==> config.mk <==
export PLATFORM = sky130hd
export DESIGN_NAME = hmmd_decode
export DESIGN_NICKNAME = d
export VERILOG_FILES = /design/src/design/hmmd_pkg.sv /design/src/design/hmmd_decode.sv
export SDC_FILE = /design/constraint.sdc
export NUM_CORES = 1
export LEC_CHECK = 0
export BUFFER_PORTS_ARGS = -buffer_cell sky130_fd_sc_hd__clkbuf_2
export CORE_MARGIN = 5
export CORE_UTILIZATION = 34
export DETAILED_ROUTE_END_ITERATION = 16
export PLACE_DENSITY = 0.83
export SYNTH_ARGS = -nofsm -noshare
export SYNTH_HDL_FRONTEND = slang
export SYNTH_SLANG_ARGS = --single-unit
==> constraint.sdc <==
create_clock -name vclk -period 1.2
set_input_delay 0.18 -clock vclk [all_inputs]
set_output_delay 0.18 -clock vclk [all_outputs]
set_load 0.02 [all_outputs]
==> src/design/hmmd_pkg.sv <==
// Package for the handheld memory-map decoder.
// Holds target codes, region boundaries, RAM depths and the decode result struct.
// No dependencies.
package hmmd_pkg;

  localparam int unsigned WORK_RAM_DEPTH  = 8192;
  localparam int unsigned EXT_RAM_DEPTH   = 8192;
  localparam int unsigned ZERO_PAGE_DEPTH = 128;

  localparam int unsigned ADDR_W = 16;
  localparam int unsigned DATA_W = 8;

  // Bus access kinds
  typedef enum logic {
    OP_READ  = 1'b0,
    OP_WRITE = 1'b1
  } op_e;

  // Decoded target of one access
  typedef enum logic [2:0] {
    TGT_NONE = 3'd0,
    TGT_BIOS = 3'd1,
    TGT_ROM  = 3'd2,
    TGT_VRAM = 3'd3,
    TGT_ERAM = 3'd4,
    TGT_WRAM = 3'd5,
    TGT_ZRAM = 3'd6,
    TGT_GPU  = 3'd7
  } tgt_e;

  // Region boundaries
  localparam logic [ADDR_W-1:0] BIOS_END   = 16'h0100;
  localparam logic [ADDR_W-1:0] BOOT_PC    = 16'h0100;
  localparam logic [ADDR_W-1:0] OAM_BASE   = 16'hFE00;
  localparam logic [ADDR_W-1:0] IO_BASE    = 16'hFF00;
  localparam logic [ADDR_W-1:0] GPU_BASE   = 16'hFF40;
  localparam logic [ADDR_W-1:0] ZPAGE_BASE = 16'hFF80;

  // Decode outcome for one access
  typedef struct packed {
    tgt_e              target;
    logic [ADDR_W-1:0] fwd_addr;
    logic              fwd_write;
    logic              boot_next;
    logic              eram_we;
    logic              wram_we;
    logic              zram_we;
    logic              ram_read;  // read of one of the internal RAMs
  } dec_t;

endpackage

==> src/design/hmmd_decode.sv <==
// Address decoder: maps one byte access onto its target and the boot-flag update.
// Depends on hmmd_pkg for target codes, region bounds and dec_t.
module hmmd_decode (
  input  logic                        valid_i,
  input  logic                        op_i,
  input  logic [hmmd_pkg::ADDR_W-1:0] addr_i,
  input  logic [hmmd_pkg::ADDR_W-1:0] pc_i,
  input  logic                        in_boot_i,
  output hmmd_pkg::dec_t              dec_o
);

  logic       wr;
  logic [3:0] region;

  assign wr     = (op_i == hmmd_pkg::OP_WRITE);
  assign region = addr_i[15:12];

  always_comb begin
    dec_o           = '0;
    dec_o.target    = hmmd_pkg::TGT_NONE;
    dec_o.boot_next = in_boot_i;

    if (region inside {[4'h0:4'h7]}) begin
      if (!wr) begin
        if (region == 4'h0 && in_boot_i && addr_i < hmmd_pkg::BIOS_END) begin
          dec_o.target = hmmd_pkg::TGT_BIOS;
        end else begin
          // boot program hands over: leave the overlay
          if (region == 4'h0 && in_boot_i && pc_i == hmmd_pkg::BOOT_PC) begin
            dec_o.boot_next = 1'b0;
          end
          dec_o.target = hmmd_pkg::TGT_ROM;
        end
        dec_o.fwd_addr = addr_i;
      end
    end else if (region inside {4'h8, 4'h9}) begin
      if (wr) begin
        dec_o.target    = hmmd_pkg::TGT_VRAM;
        dec_o.fwd_addr  = addr_i;
        dec_o.fwd_write = 1'b1;
      end
    end else if (region inside {4'hA, 4'hB}) begin
      dec_o.target   = hmmd_pkg::TGT_ERAM;
      dec_o.eram_we  = wr;
      dec_o.ram_read = !wr;
    end else if (addr_i < hmmd_pkg::OAM_BASE) begin
      dec_o.target   = hmmd_pkg::TGT_WRAM;
      dec_o.wram_we  = wr;
      dec_o.ram_read = !wr;
    end else if (addr_i < hmmd_pkg::IO_BASE) begin
      // OAM and unused area: nothing
    end else if (addr_i >= hmmd_pkg::ZPAGE_BASE) begin
      dec_o.target   = hmmd_pkg::TGT_ZRAM;
      dec_o.zram_we  = wr;
      dec_o.ram_read = !wr;
    end else if (addr_i >= hmmd_pkg::GPU_BASE) begin
      dec_o.target    = hmmd_pkg::TGT_GPU;
      dec_o.fwd_addr  = addr_i;
      dec_o.fwd_write = wr;
    end

    // no side effects without a live item
    if (!valid_i) begin
      dec_o.boot_next = in_boot_i;
      dec_o.eram_we   = 1'b0;
      dec_o.wram_we   = 1'b0;
      dec_o.zram_we   = 1'b0;
    end
  end

endmodule

==> reports/results.md, run 1 <==
| Result | Value | Unit |
| --- | --- | --- |
| Standard cell area after detailed placement | 888 | um^2 |
| Worst setup endpoint GRT | dec_o[4] | - |
| Initial core utilization | 35.8 | % |
| Yosys warning count | 0 | - |
| Die span in x | 46.8 | um |
| Hold bufs inserted after CTS | 0 | - |
| Synth top area share | 24.5 | % |
| Count of boundary I/O pins | 60 | - |
| Last weighted congestion value of the routability-driven placer | 0.784 | - |
| Outcome | did not finish | - |
| Largest net degree at the start of global routing | 10 | - |
| Synthesized-area fraction occupied by adder cells | 0 | % |
| Number of standard-cell rows in the floorplan | 13 | - |
| Tool error message | [ERROR DPL-0038] Utilization greater than 100%, impossible to legalize | - |
| Area of the mapped netlist | 460 | um^2 |
| Top post-synthesis cells by area | sky130_fd_sc_hd__a21boi_2 24%, sky130_fd_sc_hd__nand2_1 7.3%, sky130_fd_sc_hd__nor4_1 6.8%, sky130_fd_sc_hd__buf_6 4.9%, sky130_fd_sc_hd__a31oi_4 4.6% | - |
| Most frequent cell after synthesis | sky130_fd_sc_hd__a21boi_2 | - |
| Synth Area in XOR/XNOR | 0 | % |
| Simple-gate share of the synthesized area | 44.3 | % |
| Combinational family with the most area after synthesis | compound AO/OA/AOI/OAI gates | - |
| Total nets after synthesis | 97 | - |
| Stopped at | 5_1_grt | - |
| Count of port buffers added during placement | 60 | - |
| DIE HEIGHT | 46.8 | um |
| Most frequent cells after synthesis | 10 x sky130_fd_sc_hd__a21boi_2, 9 x sky130_fd_sc_hd__nand2_1, 5 x sky130_fd_sc_hd__nor4_1 | - |
| Worst endpoint pin kind | top-level output | - |
| Part of the Yosys area used for sequential elements | 0 | % |
| Mean post-synth cell area | 7.43 | um^2 |
| Synth Instances | 62 | - |
| Placement Setup Slack | -0.313 | ns |
| Top cell type by total area after synthesis | sky130_fd_sc_hd__a21boi_2 | - |
| Estimated wirelength of the detail-placed design | 1.74 | mm |
| Portion of netlist area occupied by mux cells | 0 | % |
| Synth unique cells | 32 | - |
| Compound-Gate Fraction of Synth Area | 48.1 | % |
## per-stage QoR
stage	TNS [ns]	instances	hold slack, ns
3_5_place_dp	-4.85	148	0.698
3_3_place_gp	-4.27	148	0.699
2_1_floorplan	-0.320	62	0.443
4_1_cts	-1.69	151	0.707
## cells by family after synthesis
| logic type | count (synthesis) |
|---|---|
| AND/OR/NAND/NOR | 35 |
| AO/OA/AOI/OAI | 23 |
| buffers and inverters | 4 |
## repair_timing
action / in CTS
pin swaps: 12
setup endpoints to repair: 25
setup buffers: 3
gates resized for setup: 63
==> run 2, diff against run 1 <==
CORE_AREA = 5 5 66 68   (was unset)
CORE_MARGIN = unset   (was 5)
CORE_UTILIZATION = unset   (was 34)
DIE_AREA = 0 0 71 73   (was unset)
PLACE_DENSITY = unset   (was 0.83)
PLACE_DENSITY_LB_ADDON = 0.15   (was unset)
==> run 2 against run 1 <==
Against the previous run: the flow now finishes, with violations (negative setup slack); area after synthesis unchanged; synthesized cell count is the same.
==> reports/results.md, run 2 <==
| Result | Value | Unit |
| --- | --- | --- |
| Outcome | complete, but fails checks | - |
| Violated checks | negative setup slack | - |
| Post-layout nets | 182 | - |
| Estimated wirelength of the detail-placed design | 2.09 | mm |
| Mean post-synth cell area | 7.43 | um^2 |
| Aggregate global routing overflow | 0 | - |
| Accumulated negative setup slack | -2.70 | ns |
| Count of boundary I/O pins | 60 | - |
| Final number of hold-violating endpoints | 0 | - |
| Crit path DAT | 1.22 | ns |
| Initial antenna violation count | 0 | - |
| Vias | 836 | - |
| Via count of the first global-routing pass | 904 | - |
| Final setup vio count | 22 | - |
| Placed Cells incl. Taps | 185 | - |
| Worst hold-check slack | 0.644 | ns |
| Switching Fraction | 44.2 | % |
| Sequential share of power | 0 | % |
| Initial core utilization | 12.1 | % |
| Max Cap Violations | 0 | - |
| Actual slew at the worst max-slew pin | 0.347 | ns |
| Combined flip-flop and latch cell area | 0 | um^2 |
| Global router's overall resource usage | 9.18 | % |
| Highest-delay cell along the critical path | sky130_fd_sc_hd__a31oi_4 | - |
| Remaining max-slew budget at the tightest pin | 76.6 | % |
| Switching Power | 206 | uW |
| # DRC | 0 | - |
| Reported leakage power | 0.000659 | uW |
| Largest voltage drop on the vdd net | 0.0000685 | V |
| Commonest non-fill, non-tap cells in the layout | 28 x sky130_fd_sc_hd__buf_4, 25 x sky130_fd_sc_hd__clkbuf_2, 16 x sky130_fd_sc_hd__buf_6 | - |
| Time the worst path needs with I/O delays and setup | 1.40 | ns |
| Clock power frac | 0 | % |
| Area of the mapped netlist | 460 | um^2 |
| Required time at the worst-slack endpoint | 1.02 | ns |
| Worst Path Max Fanout | 6 | - |
| Total die area | 5180 | um^2 |
| Maximum frequency from static timing analysis | 0.713 | GHz |
| Post-route fraction of the period consumed by the critical path | 117 | % |
| Count of sequential standard cells | 0 | - |
| Most frequent cells after synthesis | 10 x sky130_fd_sc_hd__a21boi_2, 9 x sky130_fd_sc_hd__nand2_1, 5 x sky130_fd_sc_hd__nor4_1 | - |
| Number of standard-cell rows in the floorplan | 23 | - |
| DIE HEIGHT | 73 | um |
| Most frequent cell after synthesis | sky130_fd_sc_hd__a21boi_2 | - |
| Crit Path Class | input pin to output port | - |
| Synth Instances | 62 | - |
| Detailed-routing iteration count for the pre-antenna-repair pass | 2 | - |
| Total nets after synthesis | 97 | - |
| Largest net degree at the start of global routing | 11 | - |
| Yosys warning count | 0 | - |
| Kind of start point of the critical path | input pin | - |
| Least setup slack across all paths after layout | -0.202 | ns |
| Count of port buffers added during placement | 60 | - |
| Synth unique cells | 32 | - |
| Endpoint kind of the worst setup timing path | output port | - |
| RSZ-0062 raised after global routing | yes | - |
| Synth top area share | 24.5 | % |
| Most common cell after layout, fill and taps aside | sky130_fd_sc_hd__buf_4 | - |
| Part of the Yosys area used for sequential elements | 0 | % |
| Fillers | 413 | - |
| Final instance count without filler cells | 195 | - |
| Share of post-route cells with drive strength above 1 | 85.5 | % |
| Hold WC Path Type | input pin to output port | - |
| Last weighted congestion value of the routability-driven placer | 0.733 | - |
| Final-layout clock buffer total | 0 | - |
| Core occupancy in the finished layout | 38.5 | % |
| Max incr delay on CP | 0.28 | ns |
| Top post-synthesis cells by area | sky130_fd_sc_hd__a21boi_2 24%, sky130_fd_sc_hd__nand2_1 7.3%, sky130_fd_sc_hd__nor4_1 6.8%, sky130_fd_sc_hd__buf_6 4.9%, sky130_fd_sc_hd__a31oi_4 4.6% | - |
| Post-detailed-route via-to-cell ratio | 4.29 | - |
| Internal power | 261 | uW |
| Die span in x | 71 | um |
| Antenna diode count | 0 | - |
| DRT iter0 DRCs | 2 | - |
| Cell repeated most along the worst path | sky130_fd_sc_hd__clkbuf_16 | - |
| Crit path cell chain | clkbuf_16, and4_4, a31oi_4, clkbuf_16, a21boi_2, buf_4 | - |
| Syn-to-layout area delta | 217 | % |
| Global-route wire length before repair | 3.99 | mm |
| Max-slew violation count | 0 | - |
| Top cell type by total area after synthesis | sky130_fd_sc_hd__a21boi_2 | - |
| Area of the core | 3800 | um^2 |
| Wire length per cell after detailed routing | 14.3 | um |
| Power share of the combinational group | 100.0 | % |
| Post-route ant nets | 0 | - |
| Post-Route WL | 2.79 | mm |
| Power per cell area | 319 | nW/um^2 |
## run 2: path summary, 6_finish.rpt
path / from / to / slack (ns) / depth (start not counted)
worst max-delay path: addr_i[15] / dec_o[9] / -0.20 / 6
worst min-delay path: addr_i[14] / dec_o[3] / 0.64 / 3
## run 2: layout make-up
cell class	instances	area, um^2	area share [%]
Tap cell	50	62.6	4.28
Multi-Input combinational cell	58	606	41.4
Timing Repair Buffer	87	793	54.3
## run 2: metal layers
| metal | wire length [um] | global-route usage [%] | vias to the layer above | part of all wire, % |
|---|---|---|---|---|
| met2 | 1570 | 19.2 | 26 | 56 |
| met3 | 210 | 1.79 | 0 | 7.5 |
| li1 | - | - | 412 | - |
| met5 | 0 | 0 | - | 0 |
| met4 | 0 | 0 | 0 | 0 |
| met1 | 1010 | 9.98 | 398 | 36 |
## run 2: cell families after synthesis
logic type / Yosys count / synth area share, %
buf+inv: 4 / 7.61
compound gates: 23 / 48.1
simple gates: 35 / 44.3
## run 2: power groups by stage
stage          registers, uW  clock network [uW]  logic (uW)
6_report                   0                   0         467
2_1_floorplan              0                   0         157
4_1_cts                    0                   0         393
3_5_place_dp               0                   0         309
5_1_grt                    0                   0         496
3_3_place_gp               0                   0         309
## run 2: per-stage QoR
| stage | total power, uW | worst slack [ns] | area, um^2 |
|---|---|---|---|
| 2_1_floorplan | 157 | -0.0370 | 482 |
| 3_3_place_gp | 309 | -0.314 | 947 |
| 3_5_place_dp | 309 | -0.274 | 947 |
| 4_1_cts | 393 | -0.183 | 1240 |
| 5_1_grt | 496 | -0.259 | 1460 |
| 6_report | 467 | -0.202 | 1460 |
## run 2: critical path, delay by kind of cell
kind | cells | cell delay, ns
compound gates | 2 | 0.33
buf+inv | 3 | 0.50
simple gates | 1 | 0.20
## run 2: what timing repair did
| item | in CTS | in global routing |
|---|---|---|
| cloned | 0 | 1 |
| buffers inserted | 4 | 6 |
| hold buffers | 0 | 0 |
| setup endpoints to repair | 24 | 25 |
| resized for setup | 54 | 64 |
| pin swaps | 11 | 18 |
| endpoints found under the hold margin | 0 | 0 |
No activity file was read; power rests on OpenSTA's default activity.
==> run 3, diff against run 2 <==
clock period = 1.5 ns   (was 1.2 ns; I/O delays follow)
==> run 3 against run 2 <==
Against the previous run: the run now ends clean; sequential share of layout area unchanged; global-route usage shrank 0.97 points; cell count down 7.2%; wire length shrank 19%; critical endpoint is now dec_o[4]; largest cell class is now multi-input gates.
==> reports/results.md, run 3 (synthesis results as in run 2) <==
| Result | Value | Unit |
| --- | --- | --- |
| Hold WC Path Type | input pin to output port | - |
| Global-route wire length before repair | 3.57 | mm |
| DIE HEIGHT | 73 | um |
| Initial antenna violation count | 0 | - |
| Met2 Routed Length | 1.03 | mm |
| Final-layout clock buffer total | 0 | - |
| Combined area of the multi-input logic cells | 479 | um^2 |
| Highest routing layer actually used | met3 | - |
| RSZ-0062 raised after global routing | yes | - |
| Post-Route WL | 2.25 | mm |
| Area of the core | 3800 | um^2 |
| Maximum frequency from static timing analysis | 0.687 | GHz |
| Count of boundary I/O pins | 60 | - |
| Actual slew at the worst max-slew pin | 0.251 | ns |
| Hold Path Stages | 3 | - |
| Post-route ant nets | 0 | - |
| Max incr delay on CP | 0.40 | ns |
| Aggregate global routing overflow | 0 | - |
| Reported leakage power | 0.000463 | uW |
| DRT iter0 DRCs | 7 | - |
| Power per cell area | 260 | nW/um^2 |
| Required time at the worst-slack endpoint | 1.27 | ns |
| Accumulated negative setup slack | 0 | ns |
| Antenna diode count | 0 | - |
| Worst-case hold path end point | dec_o[6] | - |
| Worst Path Max Fanout | 1 | - |
| Total die area | 5180 | um^2 |
| Standard cell area after detailed placement | 863 | um^2 |
| Post-layout nets | 168 | - |
| Worst hold-check slack | 0.784 | ns |
| Worst Min Path Start | addr_i[0] | - |
| Number of standard-cell rows in the floorplan | 23 | - |
| Post-route fraction of the period consumed by the critical path | 97.0 | % |
| Post-detailed-route via-to-cell ratio | 4.24 | - |
| Largest voltage drop on the vdd net | 0.0000632 | V |
| Time the worst path needs with I/O delays and setup | 1.46 | ns |
| Endpoint kind of the worst setup timing path | output port | - |
| Last weighted congestion value of the routability-driven placer | 0.785 | - |
| Amount of wire on met3 after detailed routing | 265 | um |
| Vias | 768 | - |
| Commonest non-fill, non-tap cells in the layout | 53 x sky130_fd_sc_hd__clkbuf_2, 16 x sky130_fd_sc_hd__buf_4, 10 x sky130_fd_sc_hd__a21boi_2 | - |
| Crit Path Class | input pin to output port | - |
| Count of sequential standard cells | 0 | - |
| Highest-delay cell along the critical path | sky130_fd_sc_hd__o41a_1 | - |
| Kind of start point of the critical path | input pin | - |
| Crit path cell chain | clkbuf_2, nor4_1, nand2_1, o41a_1, buf_4 | - |
| Fillers | 447 | - |
| Die span in x | 71 | um |
| Most common cell after layout, fill and taps aside | sky130_fd_sc_hd__clkbuf_2 | - |
| Count of port buffers added during placement | 60 | - |
| Max Cap Violations | 0 | - |
| Share of post-route cells with drive strength above 1 | 71.8 | % |
| Largest net degree at the start of global routing | 13 | - |
| Combined flip-flop and latch cell area | 0 | um^2 |
| Outcome | completed | - |
| Global router's overall resource usage | 8.20 | % |
| Initial core utilization | 12.1 | % |
| Via count of the first global-routing pass | 769 | - |
| Estimated wirelength of the detail-placed design | 1.99 | mm |
| Largest delay contributor family on the critical path | compound AO/OA/AOI/OAI gates | - |
| Final number of hold-violating endpoints | 0 | - |
| Remaining max-slew budget at the tightest pin | 83.2 | % |
| Syn-to-layout area delta | 110 | % |
| Bufs and invs on worst path | 2 | - |
| Detailed-routing iteration count for the pre-antenna-repair pass | 4 | - |
| # DRC | 0 | - |
| Wire length per cell after detailed routing | 12.4 | um |
| Design area | 968 | um^2 |
| Max-slew violation count | 0 | - |
| Crit path DAT | 1.23 | ns |
| M1 WL | 961 | um |
| Final setup vio count | 0 | - |
-- run 3: cell count changes in the layout (fill, tap and decap cells not counted), moves of 2 or more --
cell,previous run,this run
sky130_fd_sc_hd__buf_4,28,16
sky130_fd_sc_hd__a21oi_1,0,2
sky130_fd_sc_hd__buf_6,16,1
sky130_fd_sc_hd__buf_8,6,0
sky130_fd_sc_hd__clkbuf_2,25,53
sky130_fd_sc_hd__a21boi_4,2,0
sky130_fd_sc_hd__clkbuf_8,6,0
sky130_fd_sc_hd__nor2b_4,2,0
sky130_fd_sc_hd__nand2_4,2,0
sky130_fd_sc_hd__nand2_1,6,9
sky130_fd_sc_hd__nor2b_1,0,2
sky130_fd_sc_hd__clkbuf_16,3,0
-- run 3: cell type report --
type                            instances  area share, %
Tap cell                               50           6.46
Multi-Input combinational cell         58           49.5
Timing Repair Buffer                   73           44.1
-- run 3: how the worst max path moves through the flow --
| stage | startpoint | endpoint | cells after the start |
|---|---|---|---|
| finish | pc_i[1] | dec_o[4] | 5 |
| global route | addr_i[13] | dec_o[4] | 5 |
| CTS | addr_i[10] | dec_o[23] | 6 |
| detailed placement | addr_i[14] | dec_o[6] | 5 |
| global placement | addr_i[10] | dec_o[23] | 6 |
| floorplan | addr_i[15] | dec_o[1] | 4 |
-- run 3: worst min-delay path, delay by kind of cell --
family                 cells  cell delay, ns
AO/OA/AOI/OAI              1            0.11
buffers and inverters      2            0.22
-- run 3: metrics by stage --
stage | utilization (%) | worst slack (ns) | total power (uW) | std cells
6_report | 25.5 | 0.0446 | 252 | 181
5_1_grt | 25.5 | -0.0166 | 274 | 181
4_1_cts | 23.8 | 0.00643 | 241 | 180
3_5_place_dp | 22.7 | -0.100 | 228 | 178
3_3_place_gp | 22.7 | -0.0826 | 227 | 178
2_1_floorplan | - | 0.113 | 121 | 62
-- run 3: power breakdown --
part,total [uW],internal [uW],switching (uW)
Clock,0,0,0
Combinational,252,116,135
Sequential,0,0,0
Total,252,116,135
-- run 3: routing by layer --
layer / vias to the layer above / track usage [%]
li1: 393 / -
met1: 329 / 10.9
met2: 46 / 14.1
met3: 0 / 2.34
met4: 0 / 0
met5: - / 0
-- run 3: timing repair --
| action | CTS | global route |
|---|---|---|
| endpoints found under the hold margin | 0 | 0 |
| resized for setup | 2 | 20 |
| hold buffers | 0 | 0 |
| buffers inserted | 2 | 1 |
| cloned | 0 | 0 |
| pin swaps | 1 | 6 |
| setup endpoints to repair | 15 | 5 |
